`src/hdl/ole_pkg.sv`:
```
`default_nettype none

package ole_pkg;

  localparam int unsigned DATA_W    = 32;
  localparam int unsigned CMD_W     = 3;
  localparam int unsigned STATUS_W  = 2;
  localparam int unsigned COUNT_O_W = 5;

  typedef enum logic [CMD_W-1:0] {
    CMD_PUSH_FRONT   = 3'd0,
    CMD_INSERT_AFTER = 3'd1,
    CMD_PUSH_BACK    = 3'd2,
    CMD_POP_FRONT    = 3'd3,
    CMD_REMOVE_KEY   = 3'd4,
    CMD_POP_BACK     = 3'd5,
    CMD_SEARCH       = 3'd6,
    CMD_LIST         = 3'd7
  } cmd_e;

  typedef enum logic [STATUS_W-1:0] {
    ST_OK        = 2'd0,
    ST_EMPTY     = 2'd1,
    ST_NOT_FOUND = 2'd2,
    ST_FULL      = 2'd3
  } status_e;

  typedef enum logic [2:0] {
    S_IDLE,
    S_DECODE,
    S_WALK,
    S_ALLOC,
    S_LINK,
    S_LINK_PRED,
    S_RESP
  } state_e;

  // controller -> datapath
  typedef struct packed {
    logic    load;        // capture input transaction
    logic    walk_start;  // read head node
    logic    walk_step;   // follow next pointer
    logic    fs_read;     // read top of free stack
    logic    alloc;       // claim a node slot
    logic    link;        // write new node, fix head/tail
    logic    link_pred;   // point found node at new node
    logic    remove;      // unlink current node
    logic    set_status;
    status_e status_val;
    logic    emit_resp;   // single result from status register
    logic    emit_elem;   // listed element result
  } ole_cmd_t;

  // datapath -> controller
  typedef struct packed {
    cmd_e cmd;
    logic empty;
    logic full;
    logic match;     // current node equals key
    logic at_end;    // current node is the back entry
    logic out_free;  // output register can take a transaction
  } ole_stat_t;

endpackage

`default_nettype wire

```
`src/hdl/ole_ctrl.sv`:
```
`default_nettype none

module ole_ctrl (
  input  wire                 clk_i,
  input  wire                 rst_ni,
  input  wire                 in_valid_i,
  output logic                in_ready_o,
  input  wire ole_pkg::ole_stat_t stat_i,
  output ole_pkg::ole_cmd_t   cmd_o
);

  ole_pkg::state_e state_q, state_d;
  logic            hit;

  // node that ends the walk successfully
  always_comb begin
    case (stat_i.cmd)
      ole_pkg::CMD_INSERT_AFTER,
      ole_pkg::CMD_REMOVE_KEY,
      ole_pkg::CMD_SEARCH:    hit = stat_i.match;
      ole_pkg::CMD_POP_FRONT: hit = 1'b1;
      ole_pkg::CMD_POP_BACK:  hit = stat_i.at_end;
      default:                hit = 1'b0;
    endcase
  end

  always_ff @(posedge clk_i or negedge rst_ni) begin
    if (!rst_ni) begin
      state_q <= ole_pkg::S_IDLE;
    end else begin
      state_q <= state_d;
    end
  end

  // next state
  always_comb begin
    state_d = state_q;
    case (state_q)
      ole_pkg::S_IDLE: begin
        if (in_valid_i) state_d = ole_pkg::S_DECODE;
      end
      ole_pkg::S_DECODE: begin
        case (stat_i.cmd)
          ole_pkg::CMD_PUSH_FRONT,
          ole_pkg::CMD_PUSH_BACK: begin
            state_d = stat_i.full ? ole_pkg::S_RESP : ole_pkg::S_ALLOC;
          end
          default: begin
            state_d = stat_i.empty ? ole_pkg::S_RESP : ole_pkg::S_WALK;
          end
        endcase
      end
      ole_pkg::S_WALK: begin
        if (stat_i.cmd == ole_pkg::CMD_LIST) begin
          if (stat_i.out_free && stat_i.at_end) state_d = ole_pkg::S_IDLE;
        end else if (hit) begin
          if (stat_i.cmd == ole_pkg::CMD_INSERT_AFTER && !stat_i.full) begin
            state_d = ole_pkg::S_ALLOC;
          end else begin
            state_d = ole_pkg::S_RESP;
          end
        end else if (stat_i.at_end) begin
          state_d = ole_pkg::S_RESP;
        end
      end
      ole_pkg::S_ALLOC: state_d = ole_pkg::S_LINK;
      ole_pkg::S_LINK: begin
        state_d = (stat_i.cmd == ole_pkg::CMD_INSERT_AFTER) ? ole_pkg::S_LINK_PRED
                                                            : ole_pkg::S_RESP;
      end
      ole_pkg::S_LINK_PRED: state_d = ole_pkg::S_RESP;
      ole_pkg::S_RESP: begin
        if (stat_i.out_free) state_d = ole_pkg::S_IDLE;
      end
      default: state_d = ole_pkg::S_IDLE;
    endcase
  end

  // outputs
  always_comb begin
    cmd_o      = '0;
    in_ready_o = 1'b0;
    case (state_q)
      ole_pkg::S_IDLE: begin
        in_ready_o = 1'b1;
        cmd_o.load = in_valid_i;
      end
      ole_pkg::S_DECODE: begin
        case (stat_i.cmd)
          ole_pkg::CMD_PUSH_FRONT,
          ole_pkg::CMD_PUSH_BACK: begin
            if (stat_i.full) begin
              cmd_o.set_status = 1'b1;
              cmd_o.status_val = ole_pkg::ST_FULL;
            end else begin
              cmd_o.fs_read = 1'b1;
            end
          end
          ole_pkg::CMD_INSERT_AFTER,
          ole_pkg::CMD_SEARCH: begin
            if (stat_i.empty) begin
              cmd_o.set_status = 1'b1;
              cmd_o.status_val = ole_pkg::ST_NOT_FOUND;
            end else begin
              cmd_o.walk_start = 1'b1;
            end
          end
          default: begin
            if (stat_i.empty) begin
              cmd_o.set_status = 1'b1;
              cmd_o.status_val = ole_pkg::ST_EMPTY;
            end else begin
              cmd_o.walk_start = 1'b1;
            end
          end
        endcase
      end
      ole_pkg::S_WALK: begin
        if (stat_i.cmd == ole_pkg::CMD_LIST) begin
          if (stat_i.out_free) begin
            cmd_o.emit_elem = 1'b1;
            cmd_o.walk_step = !stat_i.at_end;
          end
        end else if (hit) begin
          cmd_o.set_status = 1'b1;
          cmd_o.status_val = ole_pkg::ST_OK;
          case (stat_i.cmd)
            ole_pkg::CMD_INSERT_AFTER: begin
              if (stat_i.full) begin
                cmd_o.status_val = ole_pkg::ST_FULL;
              end else begin
                cmd_o.set_status = 1'b0;
                cmd_o.fs_read    = 1'b1;
              end
            end
            ole_pkg::CMD_SEARCH: ;
            default: cmd_o.remove = 1'b1;
          endcase
        end else if (stat_i.at_end) begin
          cmd_o.set_status = 1'b1;
          cmd_o.status_val = ole_pkg::ST_NOT_FOUND;
        end else begin
          cmd_o.walk_step = 1'b1;
        end
      end
      ole_pkg::S_ALLOC: cmd_o.alloc = 1'b1;
      ole_pkg::S_LINK: begin
        cmd_o.link = 1'b1;
        if (stat_i.cmd != ole_pkg::CMD_INSERT_AFTER) begin
          cmd_o.set_status = 1'b1;
          cmd_o.status_val = ole_pkg::ST_OK;
        end
      end
      ole_pkg::S_LINK_PRED: begin
        cmd_o.link_pred  = 1'b1;
        cmd_o.set_status = 1'b1;
        cmd_o.status_val = ole_pkg::ST_OK;
      end
      ole_pkg::S_RESP: cmd_o.emit_resp = stat_i.out_free;
      default: ;
    endcase
  end

endmodule

`default_nettype wire

```
`src/hdl/ole_dpath.sv`:
```
`default_nettype none

module ole_dpath #(
  parameter int unsigned DEPTH = 16
) (
  input  wire                                  clk_i,
  input  wire                                  rst_ni,
  input  wire ole_pkg::ole_cmd_t               cmd_i,
  output ole_pkg::ole_stat_t                   stat_o,
  input  wire [ole_pkg::CMD_W-1:0]             command_i,
  input  wire signed [ole_pkg::DATA_W-1:0]     match_key_i,
  input  wire signed [ole_pkg::DATA_W-1:0]     new_value_i,
  output logic                                 out_valid_o,
  input  wire                                  out_ready_i,
  output logic [ole_pkg::STATUS_W-1:0]         status_o,
  output logic signed [ole_pkg::DATA_W-1:0]    element_o,
  output logic                                 last_o,
  output logic [ole_pkg::COUNT_O_W-1:0]        entry_count_o,
  output logic signed [ole_pkg::DATA_W-1:0]    value_sum_o
);

  localparam int unsigned IW = (DEPTH > 1) ? $clog2(DEPTH) : 1;
  localparam int unsigned CW = $clog2(DEPTH + 1);
  localparam int unsigned DW = ole_pkg::DATA_W;

  // node store: value and next pointer per slot, plus stack of freed slots
  logic signed [DW-1:0] val_mem [DEPTH];
  logic [IW-1:0]        nxt_mem [DEPTH];
  logic [IW-1:0]        fs_mem  [DEPTH];

  ole_pkg::cmd_e        cmd_q;
  logic signed [DW-1:0] key_q, val_q;
  logic [IW-1:0]        head_q, tail_q, cur_q, prev_q, pos_q, new_q;
  logic [CW-1:0]        cnt_q, bump_q, fs_cnt_q;
  logic signed [DW-1:0] sum_q;
  ole_pkg::status_e     status_q;
  logic signed [DW-1:0] rd_val_q;
  logic [IW-1:0]        rd_nxt_q, fs_rd_q;

  logic                 out_valid_q, out_last_q;
  ole_pkg::status_e     out_status_q;
  logic signed [DW-1:0] out_elem_q, out_sum_q;
  logic [ole_pkg::COUNT_O_W-1:0] out_cnt_q;

  logic                 rd_en;
  logic [IW-1:0]        rd_addr;
  logic [CW-1:0]        fs_top;
  logic                 nxt_we;
  logic [IW-1:0]        nxt_wa, nxt_wd;
  logic                 at_end, out_free;

  assign at_end   = (CW'(pos_q) + CW'(1)) == cnt_q;
  assign out_free = !out_valid_q || out_ready_i;
  assign fs_top   = fs_cnt_q - CW'(1);

  assign stat_o.cmd      = cmd_q;
  assign stat_o.empty    = (cnt_q == '0);
  assign stat_o.full     = (cnt_q == CW'(DEPTH));
  assign stat_o.match    = (rd_val_q == key_q);
  assign stat_o.at_end   = at_end;
  assign stat_o.out_free = out_free;

  assign rd_en   = cmd_i.walk_start || cmd_i.walk_step;
  assign rd_addr = cmd_i.walk_start ? head_q : rd_nxt_q;

  // next-pointer write port
  always_comb begin
    nxt_we = 1'b0;
    nxt_wa = new_q;
    nxt_wd = head_q;
    if (cmd_i.link) begin
      case (cmd_q)
        ole_pkg::CMD_PUSH_FRONT: begin
          nxt_we = 1'b1;
        end
        ole_pkg::CMD_PUSH_BACK: begin
          nxt_we = (cnt_q != '0);
          nxt_wa = tail_q;
          nxt_wd = new_q;
        end
        ole_pkg::CMD_INSERT_AFTER: begin
          nxt_we = 1'b1;
          nxt_wd = rd_nxt_q;
        end
        default: ;
      endcase
    end else if (cmd_i.link_pred) begin
      nxt_we = 1'b1;
      nxt_wa = cur_q;
      nxt_wd = new_q;
    end else if (cmd_i.remove && pos_q != '0) begin
      nxt_we = 1'b1;
      nxt_wa = prev_q;
      nxt_wd = rd_nxt_q;
    end
  end

  always_ff @(posedge clk_i) begin
    if (cmd_i.link) val_mem[new_q] <= val_q;
    if (nxt_we) nxt_mem[nxt_wa] <= nxt_wd;
    if (cmd_i.remove) fs_mem[fs_cnt_q[IW-1:0]] <= cur_q;
    if (rd_en) begin
      rd_val_q <= val_mem[rd_addr];
      rd_nxt_q <= nxt_mem[rd_addr];
    end
    if (cmd_i.fs_read) fs_rd_q <= fs_mem[fs_top[IW-1:0]];
  end

  always_ff @(posedge clk_i) begin
    if (cmd_i.load) begin
      cmd_q <= ole_pkg::cmd_e'(command_i);
      key_q <= match_key_i;
      val_q <= new_value_i;
    end
    if (cmd_i.walk_start) begin
      cur_q <= head_q;
      pos_q <= '0;
    end else if (cmd_i.walk_step) begin
      prev_q <= cur_q;
      cur_q  <= rd_nxt_q;
      pos_q  <= pos_q + IW'(1);
    end
    if (cmd_i.set_status) status_q <= cmd_i.status_val;
    if (cmd_i.alloc) new_q <= (fs_cnt_q != '0) ? fs_rd_q : bump_q[IW-1:0];
    if (cmd_i.link) begin
      case (cmd_q)
        ole_pkg::CMD_PUSH_FRONT: begin
          head_q <= new_q;
          if (cnt_q == '0) tail_q <= new_q;
        end
        ole_pkg::CMD_PUSH_BACK: begin
          tail_q <= new_q;
          if (cnt_q == '0) head_q <= new_q;
        end
        ole_pkg::CMD_INSERT_AFTER: begin
          if (cur_q == tail_q) tail_q <= new_q;
        end
        default: ;
      endcase
    end
    if (cmd_i.remove) begin
      if (pos_q == '0) head_q <= rd_nxt_q;
      if (cur_q == tail_q) tail_q <= prev_q;
    end
    if (cmd_i.emit_resp) begin
      out_status_q <= status_q;
      out_elem_q   <= '0;
      out_last_q   <= 1'b1;
      out_cnt_q    <= ole_pkg::COUNT_O_W'(cnt_q);
      out_sum_q    <= sum_q;
    end else if (cmd_i.emit_elem) begin
      out_status_q <= ole_pkg::ST_OK;
      out_elem_q   <= rd_val_q;
      out_last_q   <= at_end;
      out_cnt_q    <= ole_pkg::COUNT_O_W'(cnt_q);
      out_sum_q    <= sum_q;
    end
  end

  always_ff @(posedge clk_i or negedge rst_ni) begin
    if (!rst_ni) begin
      cnt_q       <= '0;
      sum_q       <= '0;
      bump_q      <= '0;
      fs_cnt_q    <= '0;
      out_valid_q <= 1'b0;
    end else begin
      if (cmd_i.link) begin
        cnt_q <= cnt_q + CW'(1);
        sum_q <= sum_q + val_q;
      end else if (cmd_i.remove) begin
        cnt_q <= cnt_q - CW'(1);
        sum_q <= sum_q - rd_val_q;
      end
      if (cmd_i.alloc) begin
        if (fs_cnt_q != '0) fs_cnt_q <= fs_cnt_q - CW'(1);
        else                bump_q   <= bump_q + CW'(1);
      end else if (cmd_i.remove) begin
        fs_cnt_q <= fs_cnt_q + CW'(1);
      end
      if (cmd_i.emit_resp || cmd_i.emit_elem) out_valid_q <= 1'b1;
      else if (out_ready_i)                   out_valid_q <= 1'b0;
    end
  end

  assign out_valid_o   = out_valid_q;
  assign status_o      = out_status_q;
  assign element_o     = out_elem_q;
  assign last_o        = out_last_q;
  assign entry_count_o = out_cnt_q;
  assign value_sum_o   = out_sum_q;

endmodule

`default_nettype wire

```
`src/hdl/ordered_list_engine.sv`:
```
`default_nettype none

// Ordered list of signed 32-bit values kept as a singly linked list in a
// DEPTH-slot node store (value and next pointer per slot, one read and one
// write port each). One command transaction is taken at a time; a command
// gives one result transaction, except listing, which gives one per entry
// with last set on the back entry (an empty list lists as one result with
// status empty). Every result carries the entry count and the wrapping sum
// after the command. Steps per command, from acceptance until the result is
// loaded into the output register:
//   push front/back: decode, allocate, link, respond (full: decode, respond)
//   pop front: decode, walk to the head, respond
//   search, remove key, pop back: decode, walk to the node reached, respond
//   insert after key: decode, walk to the key, allocate, link, link the
//     predecessor, respond (walk, respond when full or the key is missing)
//   any command other than a push on an empty list: decode, respond
//   listing: decode, then one result per cycle while the output is free
// The walk is bound by pointer chasing through the node store: one node per
// cycle on its read port; a listing walk holds while the output is busy.
// The next command is accepted the cycle after its predecessor's last result
// enters the output register, so a result may still wait there. Freed slots
// go on a free stack; never-used slots are handed out by a fill counter, so
// no clearing pass follows reset.

module ordered_list_engine #(
  parameter int unsigned DEPTH = 16
) (
  input  wire                                clk_i,
  input  wire                                rst_ni,
  // command channel
  input  wire                                in_valid_i,
  output logic                               in_ready_o,
  input  wire [ole_pkg::CMD_W-1:0]           command_i,
  input  wire signed [ole_pkg::DATA_W-1:0]   match_key_i,
  input  wire signed [ole_pkg::DATA_W-1:0]   new_value_i,
  // result channel
  output logic                               out_valid_o,
  input  wire                                out_ready_i,
  output logic [ole_pkg::STATUS_W-1:0]       status_o,
  output logic signed [ole_pkg::DATA_W-1:0]  element_o,
  output logic                               last_o,
  output logic [ole_pkg::COUNT_O_W-1:0]      entry_count_o,
  output logic signed [ole_pkg::DATA_W-1:0]  value_sum_o
);

  ole_pkg::ole_cmd_t  cmd;
  ole_pkg::ole_stat_t stat;

  // sequencer: decode, list walk, allocate/link, respond
  ole_ctrl u_ctrl (
    .clk_i      (clk_i),
    .rst_ni     (rst_ni),
    .in_valid_i (in_valid_i),
    .in_ready_o (in_ready_o),
    .stat_i     (stat),
    .cmd_o      (cmd)
  );

  // node store, pointers, counters and output register
  ole_dpath #(
    .DEPTH (DEPTH)
  ) u_dpath (
    .clk_i         (clk_i),
    .rst_ni        (rst_ni),
    .cmd_i         (cmd),
    .stat_o        (stat),
    .command_i     (command_i),
    .match_key_i   (match_key_i),
    .new_value_i   (new_value_i),
    .out_valid_o   (out_valid_o),
    .out_ready_i   (out_ready_i),
    .status_o      (status_o),
    .element_o     (element_o),
    .last_o        (last_o),
    .entry_count_o (entry_count_o),
    .value_sum_o   (value_sum_o)
  );

endmodule

`default_nettype wire

```
`config.mk`:
```
export PLATFORM = sky130hd
export DESIGN_NAME = ordered_list_engine
export DESIGN_NICKNAME = d
export VERILOG_FILES = /design/src/hdl/ole_pkg.sv /design/src/hdl/ole_ctrl.sv /design/src/hdl/ole_dpath.sv /design/src/hdl/ordered_list_engine.sv
export SDC_FILE = /design/constraint.sdc
export NUM_CORES = 1
export LEC_CHECK = 0
export ABC_CLOCK_PERIOD_IN_PS = 8650
export BUFFER_PORTS_ARGS = -buffer_cell sky130_fd_sc_hd__buf_2
export CAP_MARGIN = 20
export CORE_ASPECT_RATIO = 1.1
export CORE_MARGIN = 2
export CORE_UTILIZATION = 65
export CTS_CLUSTER_SIZE = 20
export DETAILED_ROUTE_END_ITERATION = 10
export PLACE_DENSITY_LB_ADDON = 0.2
export SETUP_SLACK_MARGIN = 0.2
export SYNTH_ARGS = -nofsm -noshare
export SYNTH_HDL_FRONTEND = slang
export SYNTH_SLANG_ARGS = --single-unit
```
`constraint.sdc`:
```
create_clock -name clk_i -period 8.65 [get_ports clk_i]
set_input_delay 1.73 -clock clk_i [delete_from_list [all_inputs] [get_ports clk_i]]
set_output_delay 1.73 -clock clk_i [all_outputs]
set_load 0.02 [all_outputs]
```
==> metrics.txt, run 1 <==
fin nets 3226; design area 0.0420 mm²; Total Neg Setup Slack 0 ns; Die ar. 0.0599 mm²; post-DP HPWL 55000 µm; first-pass GRT wire length 142000 µm; Setup WS pre-CTS 3.44 ns; Hold-fix buffers, CTS 0; post-synthesis register bit count 895; top cell type by total area after synthesis edfxtp_1; final hold vios 0; I/O Pins 145; initial antenna violation count 2; Final Cycle Share 0.609; CTS max path bufs 3; area grow syn2layout 11.6%; fin crit period 5.27 ns; unique cell type count in the Yosys netlist 75; buffers added on ports 144; FP Rows 92; clock sink total 895; Slew headroom 0.281; Vias per Instance 6.39; number of global-route vias before repair 24400; Iteration-0 DRC Markers 3240; CTS resizes 0; status complete, no violations; antenna viol nets, final 0; Post-synth EDFFs 800; unrepaired setup endpoints after global routing no; Slew Viols, Final 0; Post-DP Area 0.0392 mm²; share of cells above drive strength 1 0.120; clk_lat worst skew 0.64 ns; Worst Path Max Fanout 8; final wirelength 93900 µm; Post-Synthesis Cells 3004; largest net degree at the start of global routing 200; H-tree levels 3; post-DR wirelength/cell 23.9 µm; non-filler cells, final 3934; Hold Crit Class flip-flop to flip-flop; FF+latch area 0.0262 mm²; fmax 190 MHz; Synth area leaders edfxtp_1 64%, nand2_1 7.3%, nand3_1 4.0%, dfrtp_1 3.3%, dfxtp_1 2.4%; total power 15.7 mW; Layout fillers 3664; total CTS buffers 87; final core occ 0.733; Reg clk slew, reported paths 0.06 ns; CP Data Arrival Time 5.83 ns; worst endpoint required time 9.21 ns; total congestion overflow 0; CP Capture Type flip-flop; GP Congestion 0.923; hold_ws 0.455 ns; postcts setup bufs 0; most common cell in the netlist edfxtp_1; Main synth FF type edfxtp_1; crit path kind flip-flop to flip-flop; Post-synth top cells 800 x edfxtp_1, 733 x nand2_1, 304 x nand3_1, 117 x clkbuf_1, 109 x a21oi_1; GRT Total Usage 0.314; DP Cell Count 3773; P_leak 15.1 nW; Power Density 374 mW/mm²; Final setup viols 0; Initial Util 0.657; Worst Skew 0.0211 ns; worst slew pin tran 1.08 ns; ys async rst share 0.0559; synthesized area per cell 12.5 µm²; CTS tree done; Chip Width 234 µm; Pre-antenna DRT Iters 6; Post-Syn Area 0.0377 mm²; Die Span Y 257 µm; Peak VDD IR 0.000434 V; post-route DRC violation count 0; syn_nets 3120; area of the multi-input gates 0.0108 mm²; max_cap viols 0; register area share after synthesis 0.695; top cell type's share of synthesized area 0.638; setup ws final 3.38 ns; number of synthesis warnings 0; via count 25100; CTS Root Cell clkbuf_16; CP Launch Type flip-flop; Core ar. 0.0573 mm²
## logic make-up after synthesis
kind of cell / after synthesis / synth area share
xor gates and xnor gates: 104 / 0.0242
AOI/OAI and AO/OA: 386 / 0.0675
DFF: 895 / 0.695
muxes: 48 / 0.0197
adders and majority gates: 45 / 0.0153
buffers and inverters: 205 / 0.0224
and+or+nand+nor: 1321 / 0.156
## where the power goes
group,leakage (nW),switching (mW),internal [mW],total [mW]
Combinational,5.53,3.78,1.96,5.74
Sequential,8.24,0.681,5.56,6.24
Clock,1.38,1.59,2.17,3.76
## placed cells by master (no fill, tap or decap), drive strengths merged, types with 10 or more instances in the layout
cell type    n
edfxtp     800
nand2      733
nand3      304
buf        194
clkbuf     116
a21oi      109
nor2        98
a311oi      73
o21ai       70
xnor2       62
and3        56
dfrtp       50
dfxtp       45
a31oi       44
ha          43
xor2        42
inv         32
clkinv      30
mux2i       21
nand4       20
mux4        20
a21o        19
nor3        19
nor4        16
nor3b       15
nand2b      14
and4b       10
## metal layers
| layer | routed length (µm) | GRT usage | vias up |
|---|---|---|---|
| met4 | 3060 | 0.122 | 2 |
| met3 | 10400 | 0.0578 | 208 |
| met5 | 13 | 0 | - |
| met1 | 36700 | 0.448 | 12200 |
| met2 | 43700 | 0.485 | 1438 |
| li1 | - | - | 11300 |
## worst max-delay path: stages (launching register included)
cell,delay (ns)
edfxtp_1,0.46
inv_1,0.11
ha_1,0.20
or4b_2,0.66
nor4_2,0.60
nand4_1,0.23
nor4_2,0.27
and2b_1,0.24
nand3_1,0.12
xnor2_1,0.15
a21oi_1,0.09
ha_1,0.42
a21oi_1,0.26
o21ai_0,0.12
a211o_1,0.30
o2111ai_1,0.07
nand3_1,0.11
or3b_2,0.45
a21oi_1,0.19
xor2_1,0.15
## sequential cells by signal (all words and copies together) (netlist names), 3 cells and up
register,cells
u_dpath.val_mem,512
u_dpath.fs_mem,64
u_dpath.nxt_mem,64
u_dpath.element_o,32
u_dpath.key_q,32
u_dpath.rd_val_q,32
u_dpath.sum_q,32
u_dpath.val_q,32
u_dpath.value_sum_o,32
u_dpath.cnt_q,5
u_dpath.entry_count_o,5
u_dpath.fs_cnt_q,5
u_dpath.bump_q,4
u_dpath.cur_q,4
u_dpath.fs_rd_q,4
u_dpath.head_q,4
u_dpath.new_q,4
u_dpath.pos_q,4
u_dpath.prev_q,4
u_dpath.rd_nxt_q,4
u_dpath.tail_q,4
u_ctrl.state_q,3
u_dpath.cmd_q,3
## layout make-up
type	count	share of cell area
clock inverters	44	0.0121
diodes	1	0.0000595
well taps	752	0.0224
repair buffers	194	0.0270
multi-input cells	1904	0.258
inverters	28	0.00274
flip-flops and latches	895	0.623
clock buffers	116	0.0553
## path summary, 6_finish.rpt
kind,startpoint,end,slack [ns],cells past startpoint
max,u_dpath.rd_val_q[0]$_DFFE_PP_,u_dpath.sum_q[31]$_DFFE_PN0P_,3.38,19
min,u_dpath.element_o[22]$_SDFFE_PP0P_,u_dpath.element_o[22]$_SDFFE_PP0P_,0.45,2
max reg2reg,u_dpath.rd_val_q[0]$_DFFE_PP_,u_dpath.sum_q[31]$_DFFE_PN0P_,3.38,19
min reg2reg,u_dpath.element_o[22]$_SDFFE_PP0P_,u_dpath.element_o[22]$_SDFFE_PP0P_,0.45,2
max in group asynchronous,rst_ni,u_dpath.sum_q[17]$_DFFE_PN0P_,6.96,2
min in group asynchronous,rst_ni,u_dpath.bump_q[3]$_DFFE_PN0P_,1.21,2
(Power assumes the default switching activity.)
==> run 2, diff against run 1 <==
--- a/config.mk
+++ b/config.mk
@@ -5,12 +5,12 @@
 export SDC_FILE = /design/constraint.sdc
 export NUM_CORES = 1
 export LEC_CHECK = 0
-export ABC_CLOCK_PERIOD_IN_PS = 8650
+export ABC_CLOCK_PERIOD_IN_PS = 4800
 export BUFFER_PORTS_ARGS = -buffer_cell sky130_fd_sc_hd__buf_2
 export CAP_MARGIN = 20
 export CORE_ASPECT_RATIO = 1.1
 export CORE_MARGIN = 2
-export CORE_UTILIZATION = 65
+export CORE_UTILIZATION = 56
 export CTS_CLUSTER_SIZE = 20
 export DETAILED_ROUTE_END_ITERATION = 10
 export PLACE_DENSITY_LB_ADDON = 0.2
==> constraint.sdc (replaced) <==
create_clock -name clk_i -period 4.8 [get_ports clk_i]
set_input_delay 0.96 -clock clk_i [delete_from_list [all_inputs] [get_ports clk_i]]
set_output_delay 0.96 -clock clk_i [all_outputs]
set_load 0.02 [all_outputs]
==> run 2 against run 1 <==
Clock-buffer cell count fell by 6. Non-clock buffer count up 56. Fmax increased by 21%. Sequential power up 79%. Final cell count rose by 4.3%. Flip-flop and latch count unchanged. Largest power group unchanged. Critical path depth did not move. Clock skew hardly changed. Register-to-register slack worse by 2.9 ns.
==> metrics.txt, run 2 (synthesized netlist as in run 1, its figures left out) <==
total congestion overflow 0; clock sink total 895; number of flip-flops in the largest register 512; post-route DRC violation count 0; post-DP HPWL 58200 µm; FF+latch area 0.0262 mm²; setup ws final 0.443 ns; fin crit period 4.36 ns; status complete, no violations; fmax 229 MHz; CP Data Arrival Time 4.93 ns; Peak VDD IR 0.000750 V; Layout fillers 4792; Chip Width 251 µm; CP Launch Type flip-flop; Die Span Y 276 µm; worst slew pin tran 0.976 ns; I/O Pins 145; area of the multi-input gates 0.0109 mm²; unrepaired setup endpoints after global routing no; share of cells above drive strength 1 0.145; Die ar. 0.0694 mm²; first-pass GRT wire length 146000 µm; max_cap viols 0; initial antenna violation count 3; total power 29.4 mW; Final Cycle Share 0.908; Iteration-0 DRC Markers 2871; antenna viol nets, final 0; Core ar. 0.0665 mm²; Biggest register u_dpath.val_mem; number of global-route vias before repair 24200; Worst Skew 0.0206 ns; CP Capture Type flip-flop; Worst Path Max Fanout 4; total CTS buffers 90; Slew Viols, Final 0; Power Density 683 mW/mm²; P_leak 15.6 nW; Final setup viols 0; Initial Util 0.567; hold_ws 0.430 ns; GRT Total Usage 0.278; worst endpoint required time 5.38 ns; crit path kind flip-flop to flip-flop; buffers added on ports 144; final wirelength 96900 µm; post-DR wirelength/cell 23.6 µm; Setup WS pre-CTS 0.0453 ns; Pre-antenna DRT Iters 6; Hold Crit Class primary input to asynchronous set/reset pin; Total Neg Setup Slack 0 ns; Vias per Instance 6.12; commonest non-fill, non-tap cell in the layout edfxtp_1; fin nets 3285; area grow syn2layout 14.2%; CTS Root Cell clkbuf_16; Slew headroom 0.347; commonest cells after routing, fill and taps aside 800 x edfxtp_1, 732 x nand2_1, 304 x nand3_1; largest net degree at the start of global routing 125; Reg clk slew, reported paths 0.07 ns; CTS tree done; H-tree levels 3; CTS max path bufs 3; final hold vios 0; GP Congestion 0.968; FP Rows 99; clk_lat worst skew 0.66 ns; via count 25100; reg2reg setup slack 0.44 ns
run 2: layout make-up:
class,instances,area share
Clock buffer,110,0.0570
Tap cell,858,0.0250
Antenna cell,1,0.0000582
Sequential cell,895,0.609
Multi-Input combinational cell,1904,0.254
Clock inverter,59,0.0151
Timing Repair Buffer,250,0.0382
Inverter,28,0.00268
run 2: repair_timing:
item                                   CTS  global route
endpoints found under the hold margin    0             0
setup buffers                            6             1
hold buffers                             0             0
gates resized for setup                  3             9
gates cloned                             0             0
setup endpoints to repair                3             9
pin swaps                                3             9
run 2: through the flow:
step                      area (µm²)  utilization  std cells
after floorplan                37700            -       3004
after global placement         39800        0.598       3927
after detailed placement       39800        0.598       3927
after CTS                      42900        0.646       4102
after global routing           43000        0.647       4104
final                          43000        0.647       4105
run 2: worst paths after layout:
path                                                    startpoint  cells past startpoint                            endpoint
worst max-delay path                 u_dpath.rd_val_q[0]$_DFFE_PP_                     19       u_dpath.sum_q[31]$_DFFE_PN0P_
worst min-delay path                                        rst_ni                      2       u_ctrl.state_q[0]$_DFFE_PN0P_
worst max register to register       u_dpath.rd_val_q[0]$_DFFE_PP_                     19       u_dpath.sum_q[31]$_DFFE_PN0P_
worst min register to register  u_dpath.element_o[25]$_SDFFE_PP0P_                      2  u_dpath.element_o[25]$_SDFFE_PP0P_
max in group asynchronous                                   rst_ni                      2       u_dpath.sum_q[23]$_DFFE_PN0P_
min in group clk_i              u_dpath.element_o[25]$_SDFFE_PP0P_                      2  u_dpath.element_o[25]$_SDFFE_PP0P_
run 2: critical path, cell delays in order, from the launching register on:
cell	delay (ns)
edfxtp_1	0.39
inv_1	0.12
ha_4	0.16
or4b_4	0.50
nor4_4	0.23
nand4_1	0.21
nor4_2	0.21
and2b_2	0.21
nand3_1	0.09
xnor2_1	0.17
a21oi_1	0.10
ha_1	0.38
a21oi_2	0.17
o21ai_1	0.10
a211o_1	0.29
o2111ai_1	0.07
nand3_1	0.12
or3b_2	0.46
a21oi_2	0.15
xor2_1	0.14
run 2: power breakdown:
part	internal, mW	total (mW)	switching [mW]
registers	10.0	11.2	1.14
logic	3.87	11.0	7.12
clock network	4.21	7.25	3.04
run 2: metal layers:
metal,vias to the layer above,part of all wire,GRT usage
met2,1122,0.47,0.439
li1,11400,-,-
met1,12400,0.42,0.406
met4,0,0.022,0.0791
met5,-,0,0
met3,154,0.083,0.0390
